$ cat src/rtl/srxf_pkg.sv
// shared types and constants for the resync xor frame receiver
package srxf_pkg;
  localparam int BufBytes = 128;
  localparam int IdxW = $clog2(BufBytes);
  localparam int CntW = $clog2(BufBytes + 1);
  localparam logic [CntW-1:0] HeaderBytes = CntW'(4);

  typedef enum logic [1:0] {
    OP_RECV    = 2'd0,
    OP_RESTART = 2'd1,
    OP_READ    = 2'd2,
    OP_NONE    = 2'd3
  } op_t;

  typedef enum logic [3:0] {
    ST_IDLE,
    ST_WRITE,
    ST_CHK0,
    ST_CHK2,
    ST_CHK3,
    ST_DECIDE,
    ST_SCAN,
    ST_SCAN_W,
    ST_MOVE_R,
    ST_MOVE_W,
    ST_RD,
    ST_RD_W,
    ST_OUT
  } state_t;

  localparam logic CFG_SYNC   = 1'b0;
  localparam logic CFG_TARGET = 1'b1;
endpackage

$ cat src/rtl/sync_resync_xor_frame_receiver_core.sv
// top level of the resync xor frame receiver
//
// channel | direction | content
// in_     | slave     | tdata {read_index[16:10], byte_value[9:2], operation[1:0]}
// out_    | master    | tdata {read_byte, fill_count, reply_code, ok, complete, ignored}
// cfg_    | write     | index 0 sync value, index 1 checksum target
//
// one transaction at a time; a received byte passes write, the check states CHK0, CHK2,
// CHK3 and DECIDE, result and idle; restart and unused ops go straight to result, reads via RD and RD_W
// a resync adds a scan read and wait per scanned byte, a read and a write per moved byte and
// a header re-check; resyncs can chain one after another on a nearly full buffer
// reset clears state, fill count, xor and complete flag and loads sync 0 and target 90; the memory needs no clearing
// the output register holds a result until out_tready; no new transaction meanwhile
module sync_resync_xor_frame_receiver_core import srxf_pkg::*; (
  input  logic        clk,
  input  logic        rst_n,
  input  logic        in_tvalid,
  output logic        in_tready,
  input  logic [23:0] in_tdata,   // operation, byte_value, read_index, zero fill
  output logic        out_tvalid,
  input  logic        out_tready,
  output logic [31:0] out_tdata,  // ignored, complete, ok, code, fill_count, read_byte, zeros
  input  logic        cfg_we,
  input  logic        cfg_index,
  input  logic [7:0]  cfg_wdata
);
  logic [7:0] mem [BufBytes];
  logic [7:0] rdata;
  logic       we;
  logic [IdxW-1:0] waddr, raddr;
  logic [7:0] wdata;

  // write-first: a header read right after a write to entry 0 sees the new byte
  always_ff @(posedge clk) begin
    if (we) mem[waddr] <= wdata;
    rdata <= (we && waddr == raddr) ? wdata : mem[raddr];
  end

  state_t state_r, state_nxt;
  logic [7:0] sync_r, target_r;
  logic [CntW-1:0] held_r, held_nxt;
  logic [7:0] xor_r, xor_nxt;
  logic done_r, done_nxt;
  logic [7:0] code_r, code_nxt;
  logic [7:0] b0_r, b0_nxt, len_r, len_nxt;
  logic [CntW-1:0] drop_r, drop_nxt, mv_r, mv_nxt;
  logic [7:0] byte_r;
  logic [6:0] ridx_r;
  logic [7:0] rd_r, rd_nxt;
  logic ign_r, ign_nxt;
  logic [CntW+1:0] want;
  logic [CntW:0] pos;

  assign want = (CntW+2)'(HeaderBytes) + (CntW+2)'({len_r, 1'b0});
  assign pos = (CntW+1)'(HeaderBytes) + (CntW+1)'(ridx_r);
  assign in_tready = (state_r == ST_IDLE);
  assign out_tvalid = (state_r == ST_OUT);
  assign out_tdata = {5'd0, rd_r, 8'(held_r),
                      (done_r ? code_r : 8'd0), done_r && code_r == 8'd0, done_r, ign_r};

  always_ff @(posedge clk) begin
    if (!rst_n) begin
      sync_r <= 8'd0;
      target_r <= 8'd90;
    end else if (cfg_we) begin
      if (cfg_index == CFG_SYNC) sync_r <= cfg_wdata;
      else target_r <= cfg_wdata;
    end
  end

  always_ff @(posedge clk) begin
    if (!rst_n) begin
      state_r <= ST_IDLE;
      held_r <= '0;
      xor_r <= '0;
      done_r <= 1'b0;
    end else begin
      state_r <= state_nxt;
      held_r <= held_nxt;
      xor_r <= xor_nxt;
      done_r <= done_nxt;
    end
  end

  always_ff @(posedge clk) begin
    code_r <= code_nxt; b0_r <= b0_nxt; len_r <= len_nxt;
    drop_r <= drop_nxt; mv_r <= mv_nxt; rd_r <= rd_nxt; ign_r <= ign_nxt;
    if (in_tvalid && in_tready) begin
      byte_r <= in_tdata[9:2];
      ridx_r <= in_tdata[16:10];
    end
  end

  // next state
  always_comb begin
    state_nxt = state_r;
    case (state_r)
      ST_IDLE: if (in_tvalid) begin
        case (in_tdata[1:0])
          OP_RECV: state_nxt = (done_r || held_r >= CntW'(BufBytes)) ? ST_OUT : ST_WRITE;
          OP_READ: state_nxt = ST_RD;
          default: state_nxt = ST_OUT;
        endcase
      end
      ST_WRITE:  state_nxt = ST_CHK0;
      ST_CHK0:   state_nxt = ST_CHK2;
      ST_CHK2:   state_nxt = ST_CHK3;
      ST_CHK3:   state_nxt = ST_DECIDE;
      ST_DECIDE: begin
        if (b0_r != sync_r) state_nxt = ST_SCAN;
        else if (held_r >= HeaderBytes) begin
          if (want > (CntW+2)'(BufBytes)) state_nxt = ST_SCAN;
          else if ((CntW+2)'(held_r) >= want)
            state_nxt = (xor_r != target_r) ? ST_SCAN : ST_OUT;
          else state_nxt = ST_OUT;
        end else state_nxt = ST_OUT;
      end
      ST_SCAN:   state_nxt = ST_SCAN_W;
      ST_SCAN_W: begin
        if (drop_r < held_r && rdata != sync_r) state_nxt = ST_SCAN;
        else if (drop_r >= held_r) state_nxt = ST_OUT;
        else state_nxt = ST_MOVE_R;
      end
      ST_MOVE_R: state_nxt = ST_MOVE_W;
      ST_MOVE_W: state_nxt = (mv_r + 1'b1 + drop_r >= held_r) ? ST_CHK0 : ST_MOVE_R;
      ST_RD:     state_nxt = ST_RD_W;
      ST_RD_W:   state_nxt = ST_OUT;
      ST_OUT:    if (out_tready) state_nxt = ST_IDLE;
      default:   state_nxt = ST_IDLE;
    endcase
  end

  // datapath and memory control
  always_comb begin
    held_nxt = held_r; xor_nxt = xor_r; done_nxt = done_r; code_nxt = code_r;
    b0_nxt = b0_r; len_nxt = len_r; drop_nxt = drop_r; mv_nxt = mv_r;
    rd_nxt = rd_r; ign_nxt = ign_r;
    we = 1'b0; waddr = held_r[IdxW-1:0]; wdata = byte_r; raddr = '0;
    case (state_r)
      ST_IDLE: if (in_tvalid) begin
        ign_nxt = 1'b0; rd_nxt = 8'd0;
        case (in_tdata[1:0])
          OP_RECV: ign_nxt = done_r;
          OP_RESTART: begin held_nxt = '0; xor_nxt = '0; done_nxt = 1'b0; end
          default: ;
        endcase
      end
      ST_WRITE: begin
        we = 1'b1; held_nxt = held_r + 1'b1; xor_nxt = xor_r ^ byte_r;
        raddr = IdxW'(0);
      end
      ST_CHK0: begin b0_nxt = rdata; raddr = IdxW'(2); end
      ST_CHK2: begin len_nxt = rdata; raddr = IdxW'(3); end
      ST_CHK3: code_nxt = rdata;
      ST_DECIDE: begin
        drop_nxt = CntW'(1); mv_nxt = '0;
        if (b0_r == sync_r && held_r >= HeaderBytes && want <= (CntW+2)'(BufBytes)
            && (CntW+2)'(held_r) >= want && xor_r == target_r)
          done_nxt = 1'b1;
        // drop restarts the xor, rebuilt while moving
        xor_nxt = 8'd0;
        if (!(b0_r != sync_r || (held_r >= HeaderBytes && (want > (CntW+2)'(BufBytes) ||
            ((CntW+2)'(held_r) >= want && xor_r != target_r)))))
          xor_nxt = xor_r;
      end
      ST_SCAN: raddr = drop_r[IdxW-1:0];
      ST_SCAN_W: begin
        if (drop_r < held_r && rdata != sync_r) drop_nxt = drop_r + 1'b1;
        else if (drop_r >= held_r) held_nxt = '0;
      end
      ST_MOVE_R: raddr = IdxW'(mv_r + drop_r);
      ST_MOVE_W: begin
        we = 1'b1; waddr = mv_r[IdxW-1:0]; wdata = rdata;
        xor_nxt = xor_r ^ rdata; mv_nxt = mv_r + 1'b1;
        if (mv_r + 1'b1 + drop_r >= held_r) held_nxt = held_r - drop_r;
        raddr = IdxW'(0);
      end
      ST_RD: raddr = pos[IdxW-1:0];
      ST_RD_W:
        if (done_r && code_r == 8'd0 && pos < (CntW+1)'(held_r)
            && pos < (CntW+1)'(BufBytes))
          rd_nxt = rdata;
      default: ;
    endcase
  end
endmodule

$ cat config.mk
export PLATFORM = sky130hd
export DESIGN_NAME = sync_resync_xor_frame_receiver_core
export DESIGN_NICKNAME = d
export VERILOG_FILES = /design/src/rtl/srxf_pkg.sv /design/src/rtl/sync_resync_xor_frame_receiver_core.sv
export SDC_FILE = /design/constraint.sdc
export NUM_CORES = 1
export LEC_CHECK = 0
export BUFFER_PORTS_ARGS = -buffer_cell sky130_fd_sc_hd__buf_2
export CAP_MARGIN = 20
export CORE_UTILIZATION = 63
export DETAILED_ROUTE_END_ITERATION = 7
export PLACE_DENSITY_LB_ADDON = 0.25
export SLEW_MARGIN = 20
export SYNTH_ARGS = -nofsm -noshare
export SYNTH_HDL_FRONTEND = slang
export SYNTH_SLANG_ARGS = --single-unit
$ cat constraint.sdc
create_clock -name clk -period 11.3 [get_ports clk]
set_input_delay 2.825 -clock clk [delete_from_list [all_inputs] [get_ports clk]]
set_output_delay 2.825 -clock clk [all_outputs]
set_load 0.03 [all_outputs]
# Word level (Yosys, flattened, before mapping)
# Memories as Yosys holds them, arrays and structs flattened. A register that Yosys moved wholly into a read port is not among the register bits.
# Cells that the tools add are included.
[totals] register_bits=101 ram_bits=1024 in_bits=38 memories=1
[classes] add_sub_neg=8 magnitude_cmp=10 eq_ne=29 muxes=38 n_bitwise=3 n_reduce_logical=33
[mem_list] name="mem" depth=128 width=8 rd=1 rd_clocked_by_memory_dff=1 write_ports=1 line="sync_resync_xor_frame_receiver_core.sv:27" text="logic [7:0] mem [BufBytes];"
[ops] cell="two-way mux 8 bit" count=11
[ops] cell="one-hot mux 8 bit (4 select lines)" count=2
[ops] cell="one-hot mux 4 bit (13 select lines)" count=1
[ops] cell="one-hot mux 8 bit (2 select lines)" count=3
[ops] cell="two-way mux 4 bit" count=10
[ops] cell="one-hot mux 7 bit (5 select lines)" count=1
[ops] cell="adder 8 x 1 -> 8 bit (second input constant)" count=3
[ops] cell="inequality test 8 bit" count=3
[ops] cell="equality test 4 bit (second input constant)" count=5
[ops] cell="equality test 4 x 3 -> 1 bit (second input constant)" count=4
[ops] cell="equality test 8 bit" count=2
[ops] cell="greater-or-equal comparator 8 bit" count=2
[ops] cell="< comparator 8 bit" count=2
[ops] cell="inequality test 2 bit (second input constant)" count=8
[ops] cell="bitwise XOR 8 bit" count=2
[ops] cell="logical AND 1 bit" count=11
[ops] cell="adder 3 x 9 -> 10 bit (first input constant)" count=1
[ops] cell="greater-or-equal comparator 8 x 10 -> 1 bit" count=1
[ops] cell="greater-than comparator 10 x 8 -> 1 bit (second input constant)" count=1
[ops] cell="less-or-equal comparator 10 x 8 -> 1 bit (second input constant)" count=1
[ops] cell="AND reduction 2 bit" count=5
[ops] cell="adder 3 x 7 -> 8 bit (first input constant)" count=1
[ops] cell="adder 8 bit" count=1
[ops] cell="equality test 4 x 2 -> 1 bit (second input constant)" count=2
[ops] cell="25 further kinds" count=38

# Depth between registers and ports, before layout
# Gate-level depths: netlist of run 1.
[logic_depth] depth_word=8 mapped_depth=19

# Worst setup path after synthesis of run 1
# Ideal clock, no wire load.
[synth_timing] path_type="register to register" from="reg (tool-made name)" to="mem mem[0][6] (data pin)" setup_time_ns=1.217 t_arrival_ns=7.155 t_required_ns=10.083 path_slack_ns=2.928 path_stages_with_launch=9 n_path_buf=4 path_cell_list="dfxtp_1 buf_2 buf_2 buf_1 clkbuf_1 mux4_2 mux2i_1 o21ai_0 o21ai_0"
[synth_rtl] element="end: declaration" line="sync_resync_xor_frame_receiver_core.sv:27"

==> results of run 1 <==
final cells by class:
class	count	share of cell area, %
multi-input combinational	1520	24.76
antenna	2	0.009595
clock inverter	67	1.279
tap	969	2.324
clock buffer	138	5.536
inverter	44	0.3238
sequential	1132	64.35
timing repair buffer	106	1.415
logic make-up after synthesis:
kind of cell / Yosys count
AO/OA/AOI/OAI: 353
XOR/XNOR: 75
adder cells (fa/ha/maj): 53
buffers and inverters: 199
flip-flops: 1132
multiplexers: 411
other: 1
AND/OR/NAND/NOR: 623
through the flow:
step,instance area (µm²),hold slack (ps)
floorplan,47370,447.8
global placement,48520,455.2
detailed placement,48530,470.3
CTS,52090,478.9
global route,52160,508.5
finish,52160,479.3
where the power goes:
group | total, µW | switching, µW | internal (µW)
clock | 3640 | 1570 | 2070
sequential | 5310 | 168 | 5140
combinational | 3500 | 2360 | 1140
total | 12400 | 4100 | 8350
final timing paths:
check / startpoint / to / slack [ps] / cells after the start
min: target_r[0] / target_r[0] / 480 / 2
max: flip-flop / mem[84][2] / 5180 / 10
max reg2reg: flip-flop / mem[84][2] / 5180 / 10
min reg2reg: target_r[0] / target_r[0] / 480 / 2
flip-flops by register name (all words and copies together), names as in the netlist, 4 cells and up, named ones only:
register  cells
mem        1024
b0_r          8
byte_r        8
code_r        8
drop_r        8
held_r        8
len_r         8
mv_r          8
rd_r          8
sync_r        8
target_r      8
xor_r         8
ridx_r        7
state_r       4
cell usage after synthesis (all sizes together) (4+ instances only):
library cell	n
buf	93
mux4	153
a22oi	97
or3	7
a22o	6
nor3b	4
a211oi	6
mux2i	252
or2	5
clkbuf	62
o21ai	53
a221oi	12
nor4bb	4
and3	16
a32o	4
xor2	26
inv	44
o22ai	7
nand2b	21
nor4	12
a21boi	6
ha	50
nand3	73
edfxtp	1088
mux2	6
and2	23
a21o	16
a21oi	64
nor2b	22
o211ai	8
nor2	227
nand4	27
nand3b	8
a32oi	7
dfxtp	44
nand2	142
o32ai	6
o221ai	14
a31oi	6
xnor2	49
nor3	20
o31ai	15
layer usage:
| layer | global-route usage, % | vias to the layer above | share of wire [%] |
|---|---|---|---|
| met5 | 0 | - | 0.018 |
| met2 | 47.09 | 1764 | 46 |
| met3 | 7.504 | 269 | 12 |
| li1 | - | 11390 | - |
| met1 | 45.90 | 13800 | 39 |
| met4 | 10.69 | 4 | 3.6 |
worst max-delay path, stage by stage (launching register included):
cell and delay, ps:
dfxtp_4 920, buf_12 540, nand2_1 400, o22ai_1 290, o311ai_0 160, a31oi_1 800
o21ai_0 170, mux2i_1 570, nor2_1 170, nor2_4 730, buf_4 830
==> impl_metrics.json, run 1 <==
{
  "cts-resized-gates": 0,
  "cts.htree.levels": 3,
  "rsz0062_at_grt": "false",
  "yosys-top-cells-area": "edfxtp_1 (69%), mux4_2 (6.7%), mux2i_1 (5.3%)",
  "synth_compound_area_share_pct": 5.170,
  "synth.largest_area_cell": "edfxtp_1",
  "fin_crit_sh_pct": 54.17,
  "slew_viol_final": 0,
  "antenna_found_initial": 2,
  "cts_setup_buffers": 0,
  "setup_ws_ps": 5179,
  "synthAdderAreaFrac_pct": 1.448,
  "grt_pass1_wl_um": 174800,
  "grt_max_degree": 108,
  "path_class": "flip-flop to flip-flop",
  "synthXorXnorAreaFrac_pct": 1.387,
  "die-area_mm2": 0.07627,
  "via_count": 27230,
  "nFillCells": 4552,
  "drive_gt1_share_pct": 15.03,
  "firstDrtPassIters": 6,
  "drt-total-wl_um": 119800,
  "area_growth_syn_to_layout_pct": 10.14,
  "maxCapViolCount": 0,
  "avgRoutedWirePerCell_um": 30.13,
  "die_h_um": 276.2,
  "tns_ps": 0,
  "synth_top_area_share_pct": 68.99,
  "setup_viol": 0,
  "synth-async-reset-ratio_pct": 0,
  "clock.fmax_mhz": 163.4,
  "coreArea_mm2": 0.07445,
  "drc": 0,
  "clock_sinks": 1132,
  "yosysSeqAreaShare_pct": 70.85,
  "hold_violations": 0,
  "layout_commonest_cell": "edfxtp_1",
  "avgSynthCellArea_um2": 16.63,
  "cp.required_ps": 11630,
  "p_per_area_mw_per_mm2": 238.7,
  "root_buffer": "clkbuf_16",
  "final_cell_mix": "edfxtp_1 (1088), mux2i_1 (251), nor2_1 (223), nand2_1 (142), mux4_2 (141)",
  "die_x_um": 276.2,
  "ys.flop_type": "edfxtp_1",
  "drt-initial-drc-count": 4199,
  "drt.antenna.violating_nets": 0,
  "track_usage_pct": 31.42,
  "synthMuxAreaShare_pct": 12.85,
  "place_congestion": 0.9426,
  "dp_cells": 3769,
  "fin_cells": 3978,
  "worst_slew_pin_slew_ps": 1216,
  "grt_pass1_vias": 26230,
  "cts.hold.buffers_added": 0,
  "yosys.area_share.simple_pct": 6.201,
  "cts_tree": "yes",
  "synth_top_family_by_area": "multiplexers",
  "hold_class": "flip-flop to flip-flop",
  "path_clk_slew_ps": 70,
  "rows": 100,
  "viasPerCell": 6.844,
  "netlist_instances": 2847,
  "power_uw": 12450,
  "status": "finished, final reports clean",
  "multi_input_area_mm2": 0.01291,
  "synthDistinctLibCells": 84,
  "crit_fanout": 92,
  "clock_path_buffers": 3,
  "dp_slack_ps": 5237,
  "yosys_warnings": 0,
  "synth_edf_count": 1088,
  "max-slew-margin-rel_pct": 18.62,
  "grt-ovfl-total": 0,
  "ir_drop_mv": 0.1902,
  "cp.arrival_ps": 6450,
  "leakagePower_uw": 0.01660,
  "ys_seq_elements": 1132,
  "start_util_pct": 63.61,
  "num_io_pins": 72,
  "cts_made_buffers": 110,
  "min_period_ps": 6121,
  "port_buffers": 59,
  "start_kind": "flip-flop",
  "fin_util_pct": 70.07,
  "syn-cell-area_mm2": 0.04736,
  "hpwl_um": 75770,
  "regArea_mm2": 0.03357,
  "clk-insertion-delay-late_ps": 680,
  "final_nets": 3005,
  "crit_path_end_kind": "flip-flop",
  "skew_ps": 22.63
}
Note: power is estimated with default switching activity, not from simulation.
==> run 2, diff against run 1 <==
==> constraint.sdc (replaced) <==
create_clock -name clk -period 6.1 [get_ports clk]
set_input_delay 1.525 -clock clk [delete_from_list [all_inputs] [get_ports clk]]
set_output_delay 1.525 -clock clk [all_outputs]
set_load 0.03 [all_outputs]
==> run 2 against run 1 <==
Wire length increased by 2.7%; total power is 85% higher; clock power grew 83%; hold slack lost 3.3 ps; worst setup slack got worse by 4200 ps; fmax is 20% higher; critical path depth is 2 lower; design area up 0.64%; sequential share of layout area fell by 0.40 points; count of clock-buffer cells in the layout fell by 2; register-to-register slack got worse by 4200 ps; final cell count increased by 0.90%; critical path type unchanged; largest cell class unchanged.
==> impl_metrics.json, run 2 (same netlist as run 1, synthesis figures left out) <==
{
  "status": "finished, final reports clean",
  "antenna_cells": 0,
  "cp.buffers_inverters": 2,
  "drt.antenna.violating_nets": 0,
  "maxCapViolCount": 0,
  "area_growth_syn_to_layout_pct": 10.84,
  "slowest_delay_ps": 930,
  "clock_path_buffers": 3,
  "die_h_um": 276.2,
  "die-area_mm2": 0.07627,
  "via_count": 27550,
  "clock_sinks": 1132,
  "port_buffers": 59,
  "p_per_area_mw_per_mm2": 439.8,
  "cp_slowest_cell": "dfxtp_4",
  "dpl_cell_area_mm2": 0.04896,
  "cts.htree.levels": 3,
  "crit_path_end_kind": "flip-flop",
  "drive_gt1_share_pct": 15.93,
  "rsz0062_at_grt": "false",
  "grt_pass1_vias": 26760,
  "drt-initial-drc-count": 4024,
  "die_x_um": 276.2,
  "cts_tree": "yes",
  "final_nets": 3045,
  "largest_reg_flops": 1024,
  "track_usage_pct": 32.26,
  "cts_setup_buffers": 0,
  "final_cell_mix": "edfxtp_1 (1088), mux2i_1 (251), nor2_1 (223), nand2_1 (142), mux4_2 (141)",
  "slew_viol_final": 0,
  "path_class": "flip-flop to flip-flop",
  "drt-total-wl_um": 123100,
  "place_congestion": 0.9375,
  "leakagePower_uw": 0.01684,
  "cp.required_ps": 6490,
  "hold_violations": 0,
  "grt-ovfl-total": 0,
  "fin_crit_sh_pct": 83.45,
  "viasPerCell": 6.864,
  "crit_chain": "and2_1, a22oi_1, nand3_1, nand4_1, mux4_2, mux2i_1, clkinv_2, buf_12",
  "drc": 0,
  "cts-resized-gates": 0,
  "hold_class": "flip-flop to flip-flop",
  "skew_ps": 29.72,
  "layout_commonest_cell": "edfxtp_1",
  "design_area_mm2": 0.05249,
  "path_clk_slew_ps": 60,
  "worst_slew_pin_slew_ps": 1249,
  "firstDrtPassIters": 6,
  "coreArea_mm2": 0.07445,
  "top_register": "mem",
  "root_buffer": "clkbuf_16",
  "num_io_pins": 72,
  "hpwl_um": 79700,
  "setup_viol": 0,
  "antenna_found_initial": 0,
  "power_uw": 23090,
  "max-slew-margin-rel_pct": 15.53,
  "worst_path_dominant_cell_family": "simple AND/OR/NAND/NOR gates",
  "cp.arrival_ps": 5480,
  "start_kind": "flip-flop",
  "grt_max_degree": 131,
  "rows": 100,
  "start_util_pct": 63.61,
  "ir_drop_mv": 0.2922,
  "cts_made_buffers": 111,
  "grt_pass1_wl_um": 178000,
  "min_period_ps": 5091,
  "cts.hold.buffers_added": 0,
  "tns_ps": 0,
  "clk-insertion-delay-late_ps": 680,
  "clock.fmax_mhz": 196.4,
  "crit_fanout": 48,
  "avgRoutedWirePerCell_um": 30.66
}
-- run 2: changes by cell type in the layout (fill, tap and decap cells not counted), moves of 3 or more --
cell | previous run | this run
buf_4 | 41 | 73
buf_12 | 4 | 13
clkinv_1 | 20 | 28
clkinvlp_4 | 12 | 4
clkinv_2 | 22 | 27
clkbuf_1 | 25 | 21
clkbuf_16 | 110 | 113
-- run 2: worst paths after layout --
kind / start / to / slack [ps] / cells after the start
worst max register to register: flip-flop / mem[8][7] / 1010 / 8
worst min-delay path: target_r[7] / target_r[7] / 480 / 2
worst min register to register: target_r[7] / target_r[7] / 480 / 2
worst max-delay path: flip-flop / mem[8][7] / 1010 / 8
-- run 2: through the flow --
step	instances	setup WS (ps)	hold slack (ps)	utilization, %
final	4014	1009	476.0	70.51
after global routing	4014	903.1	503.4	70.51
after CTS	4014	1163	474.4	70.48
after detailed placement	3810	1191	466.5	65.76
after global placement	3810	1279	458.0	65.75
after floorplan	2851	8.225	447.8	-
-- run 2: routing by layer --
layer,track usage [%],share of wire [%],vias to the layer above
li1,-,-,11460
met1,44.68,37,13840
met2,49.08,45,1902
met3,8.459,13,345
met4,13.74,4.5,0
met5,0,0,-
-- run 2: cell type report --
| class | instances | area [µm²] |
|---|---|---|
| flip-flops and latches | 1132 | 33570 |
| fillers | 4471 | 21950 |
| multi-input cells | 1520 | 12920 |
| clock buffers | 136 | 2934 |
| well taps | 969 | 1212 |
| repair buffers | 145 | 1104 |
| clock inverters | 68 | 580.6 |
| inverters | 44 | 168.9 |
-- run 2: power by group --
group          leakage (µW)  switching (µW)  internal (µW)
sequential           0.0102             422           9510
combinational       0.00497            4280           2230
clock               0.00172            2860           3780
-- run 2: worst reg2reg max path, cell delays in order, from the launching register on --
cell,delay (ps)
dfxtp_4,930
and2_1,840
a22oi_1,250
nand3_1,160
nand4_1,370
mux4_2,690
mux2i_1,300
clkinv_2,720
buf_12,560
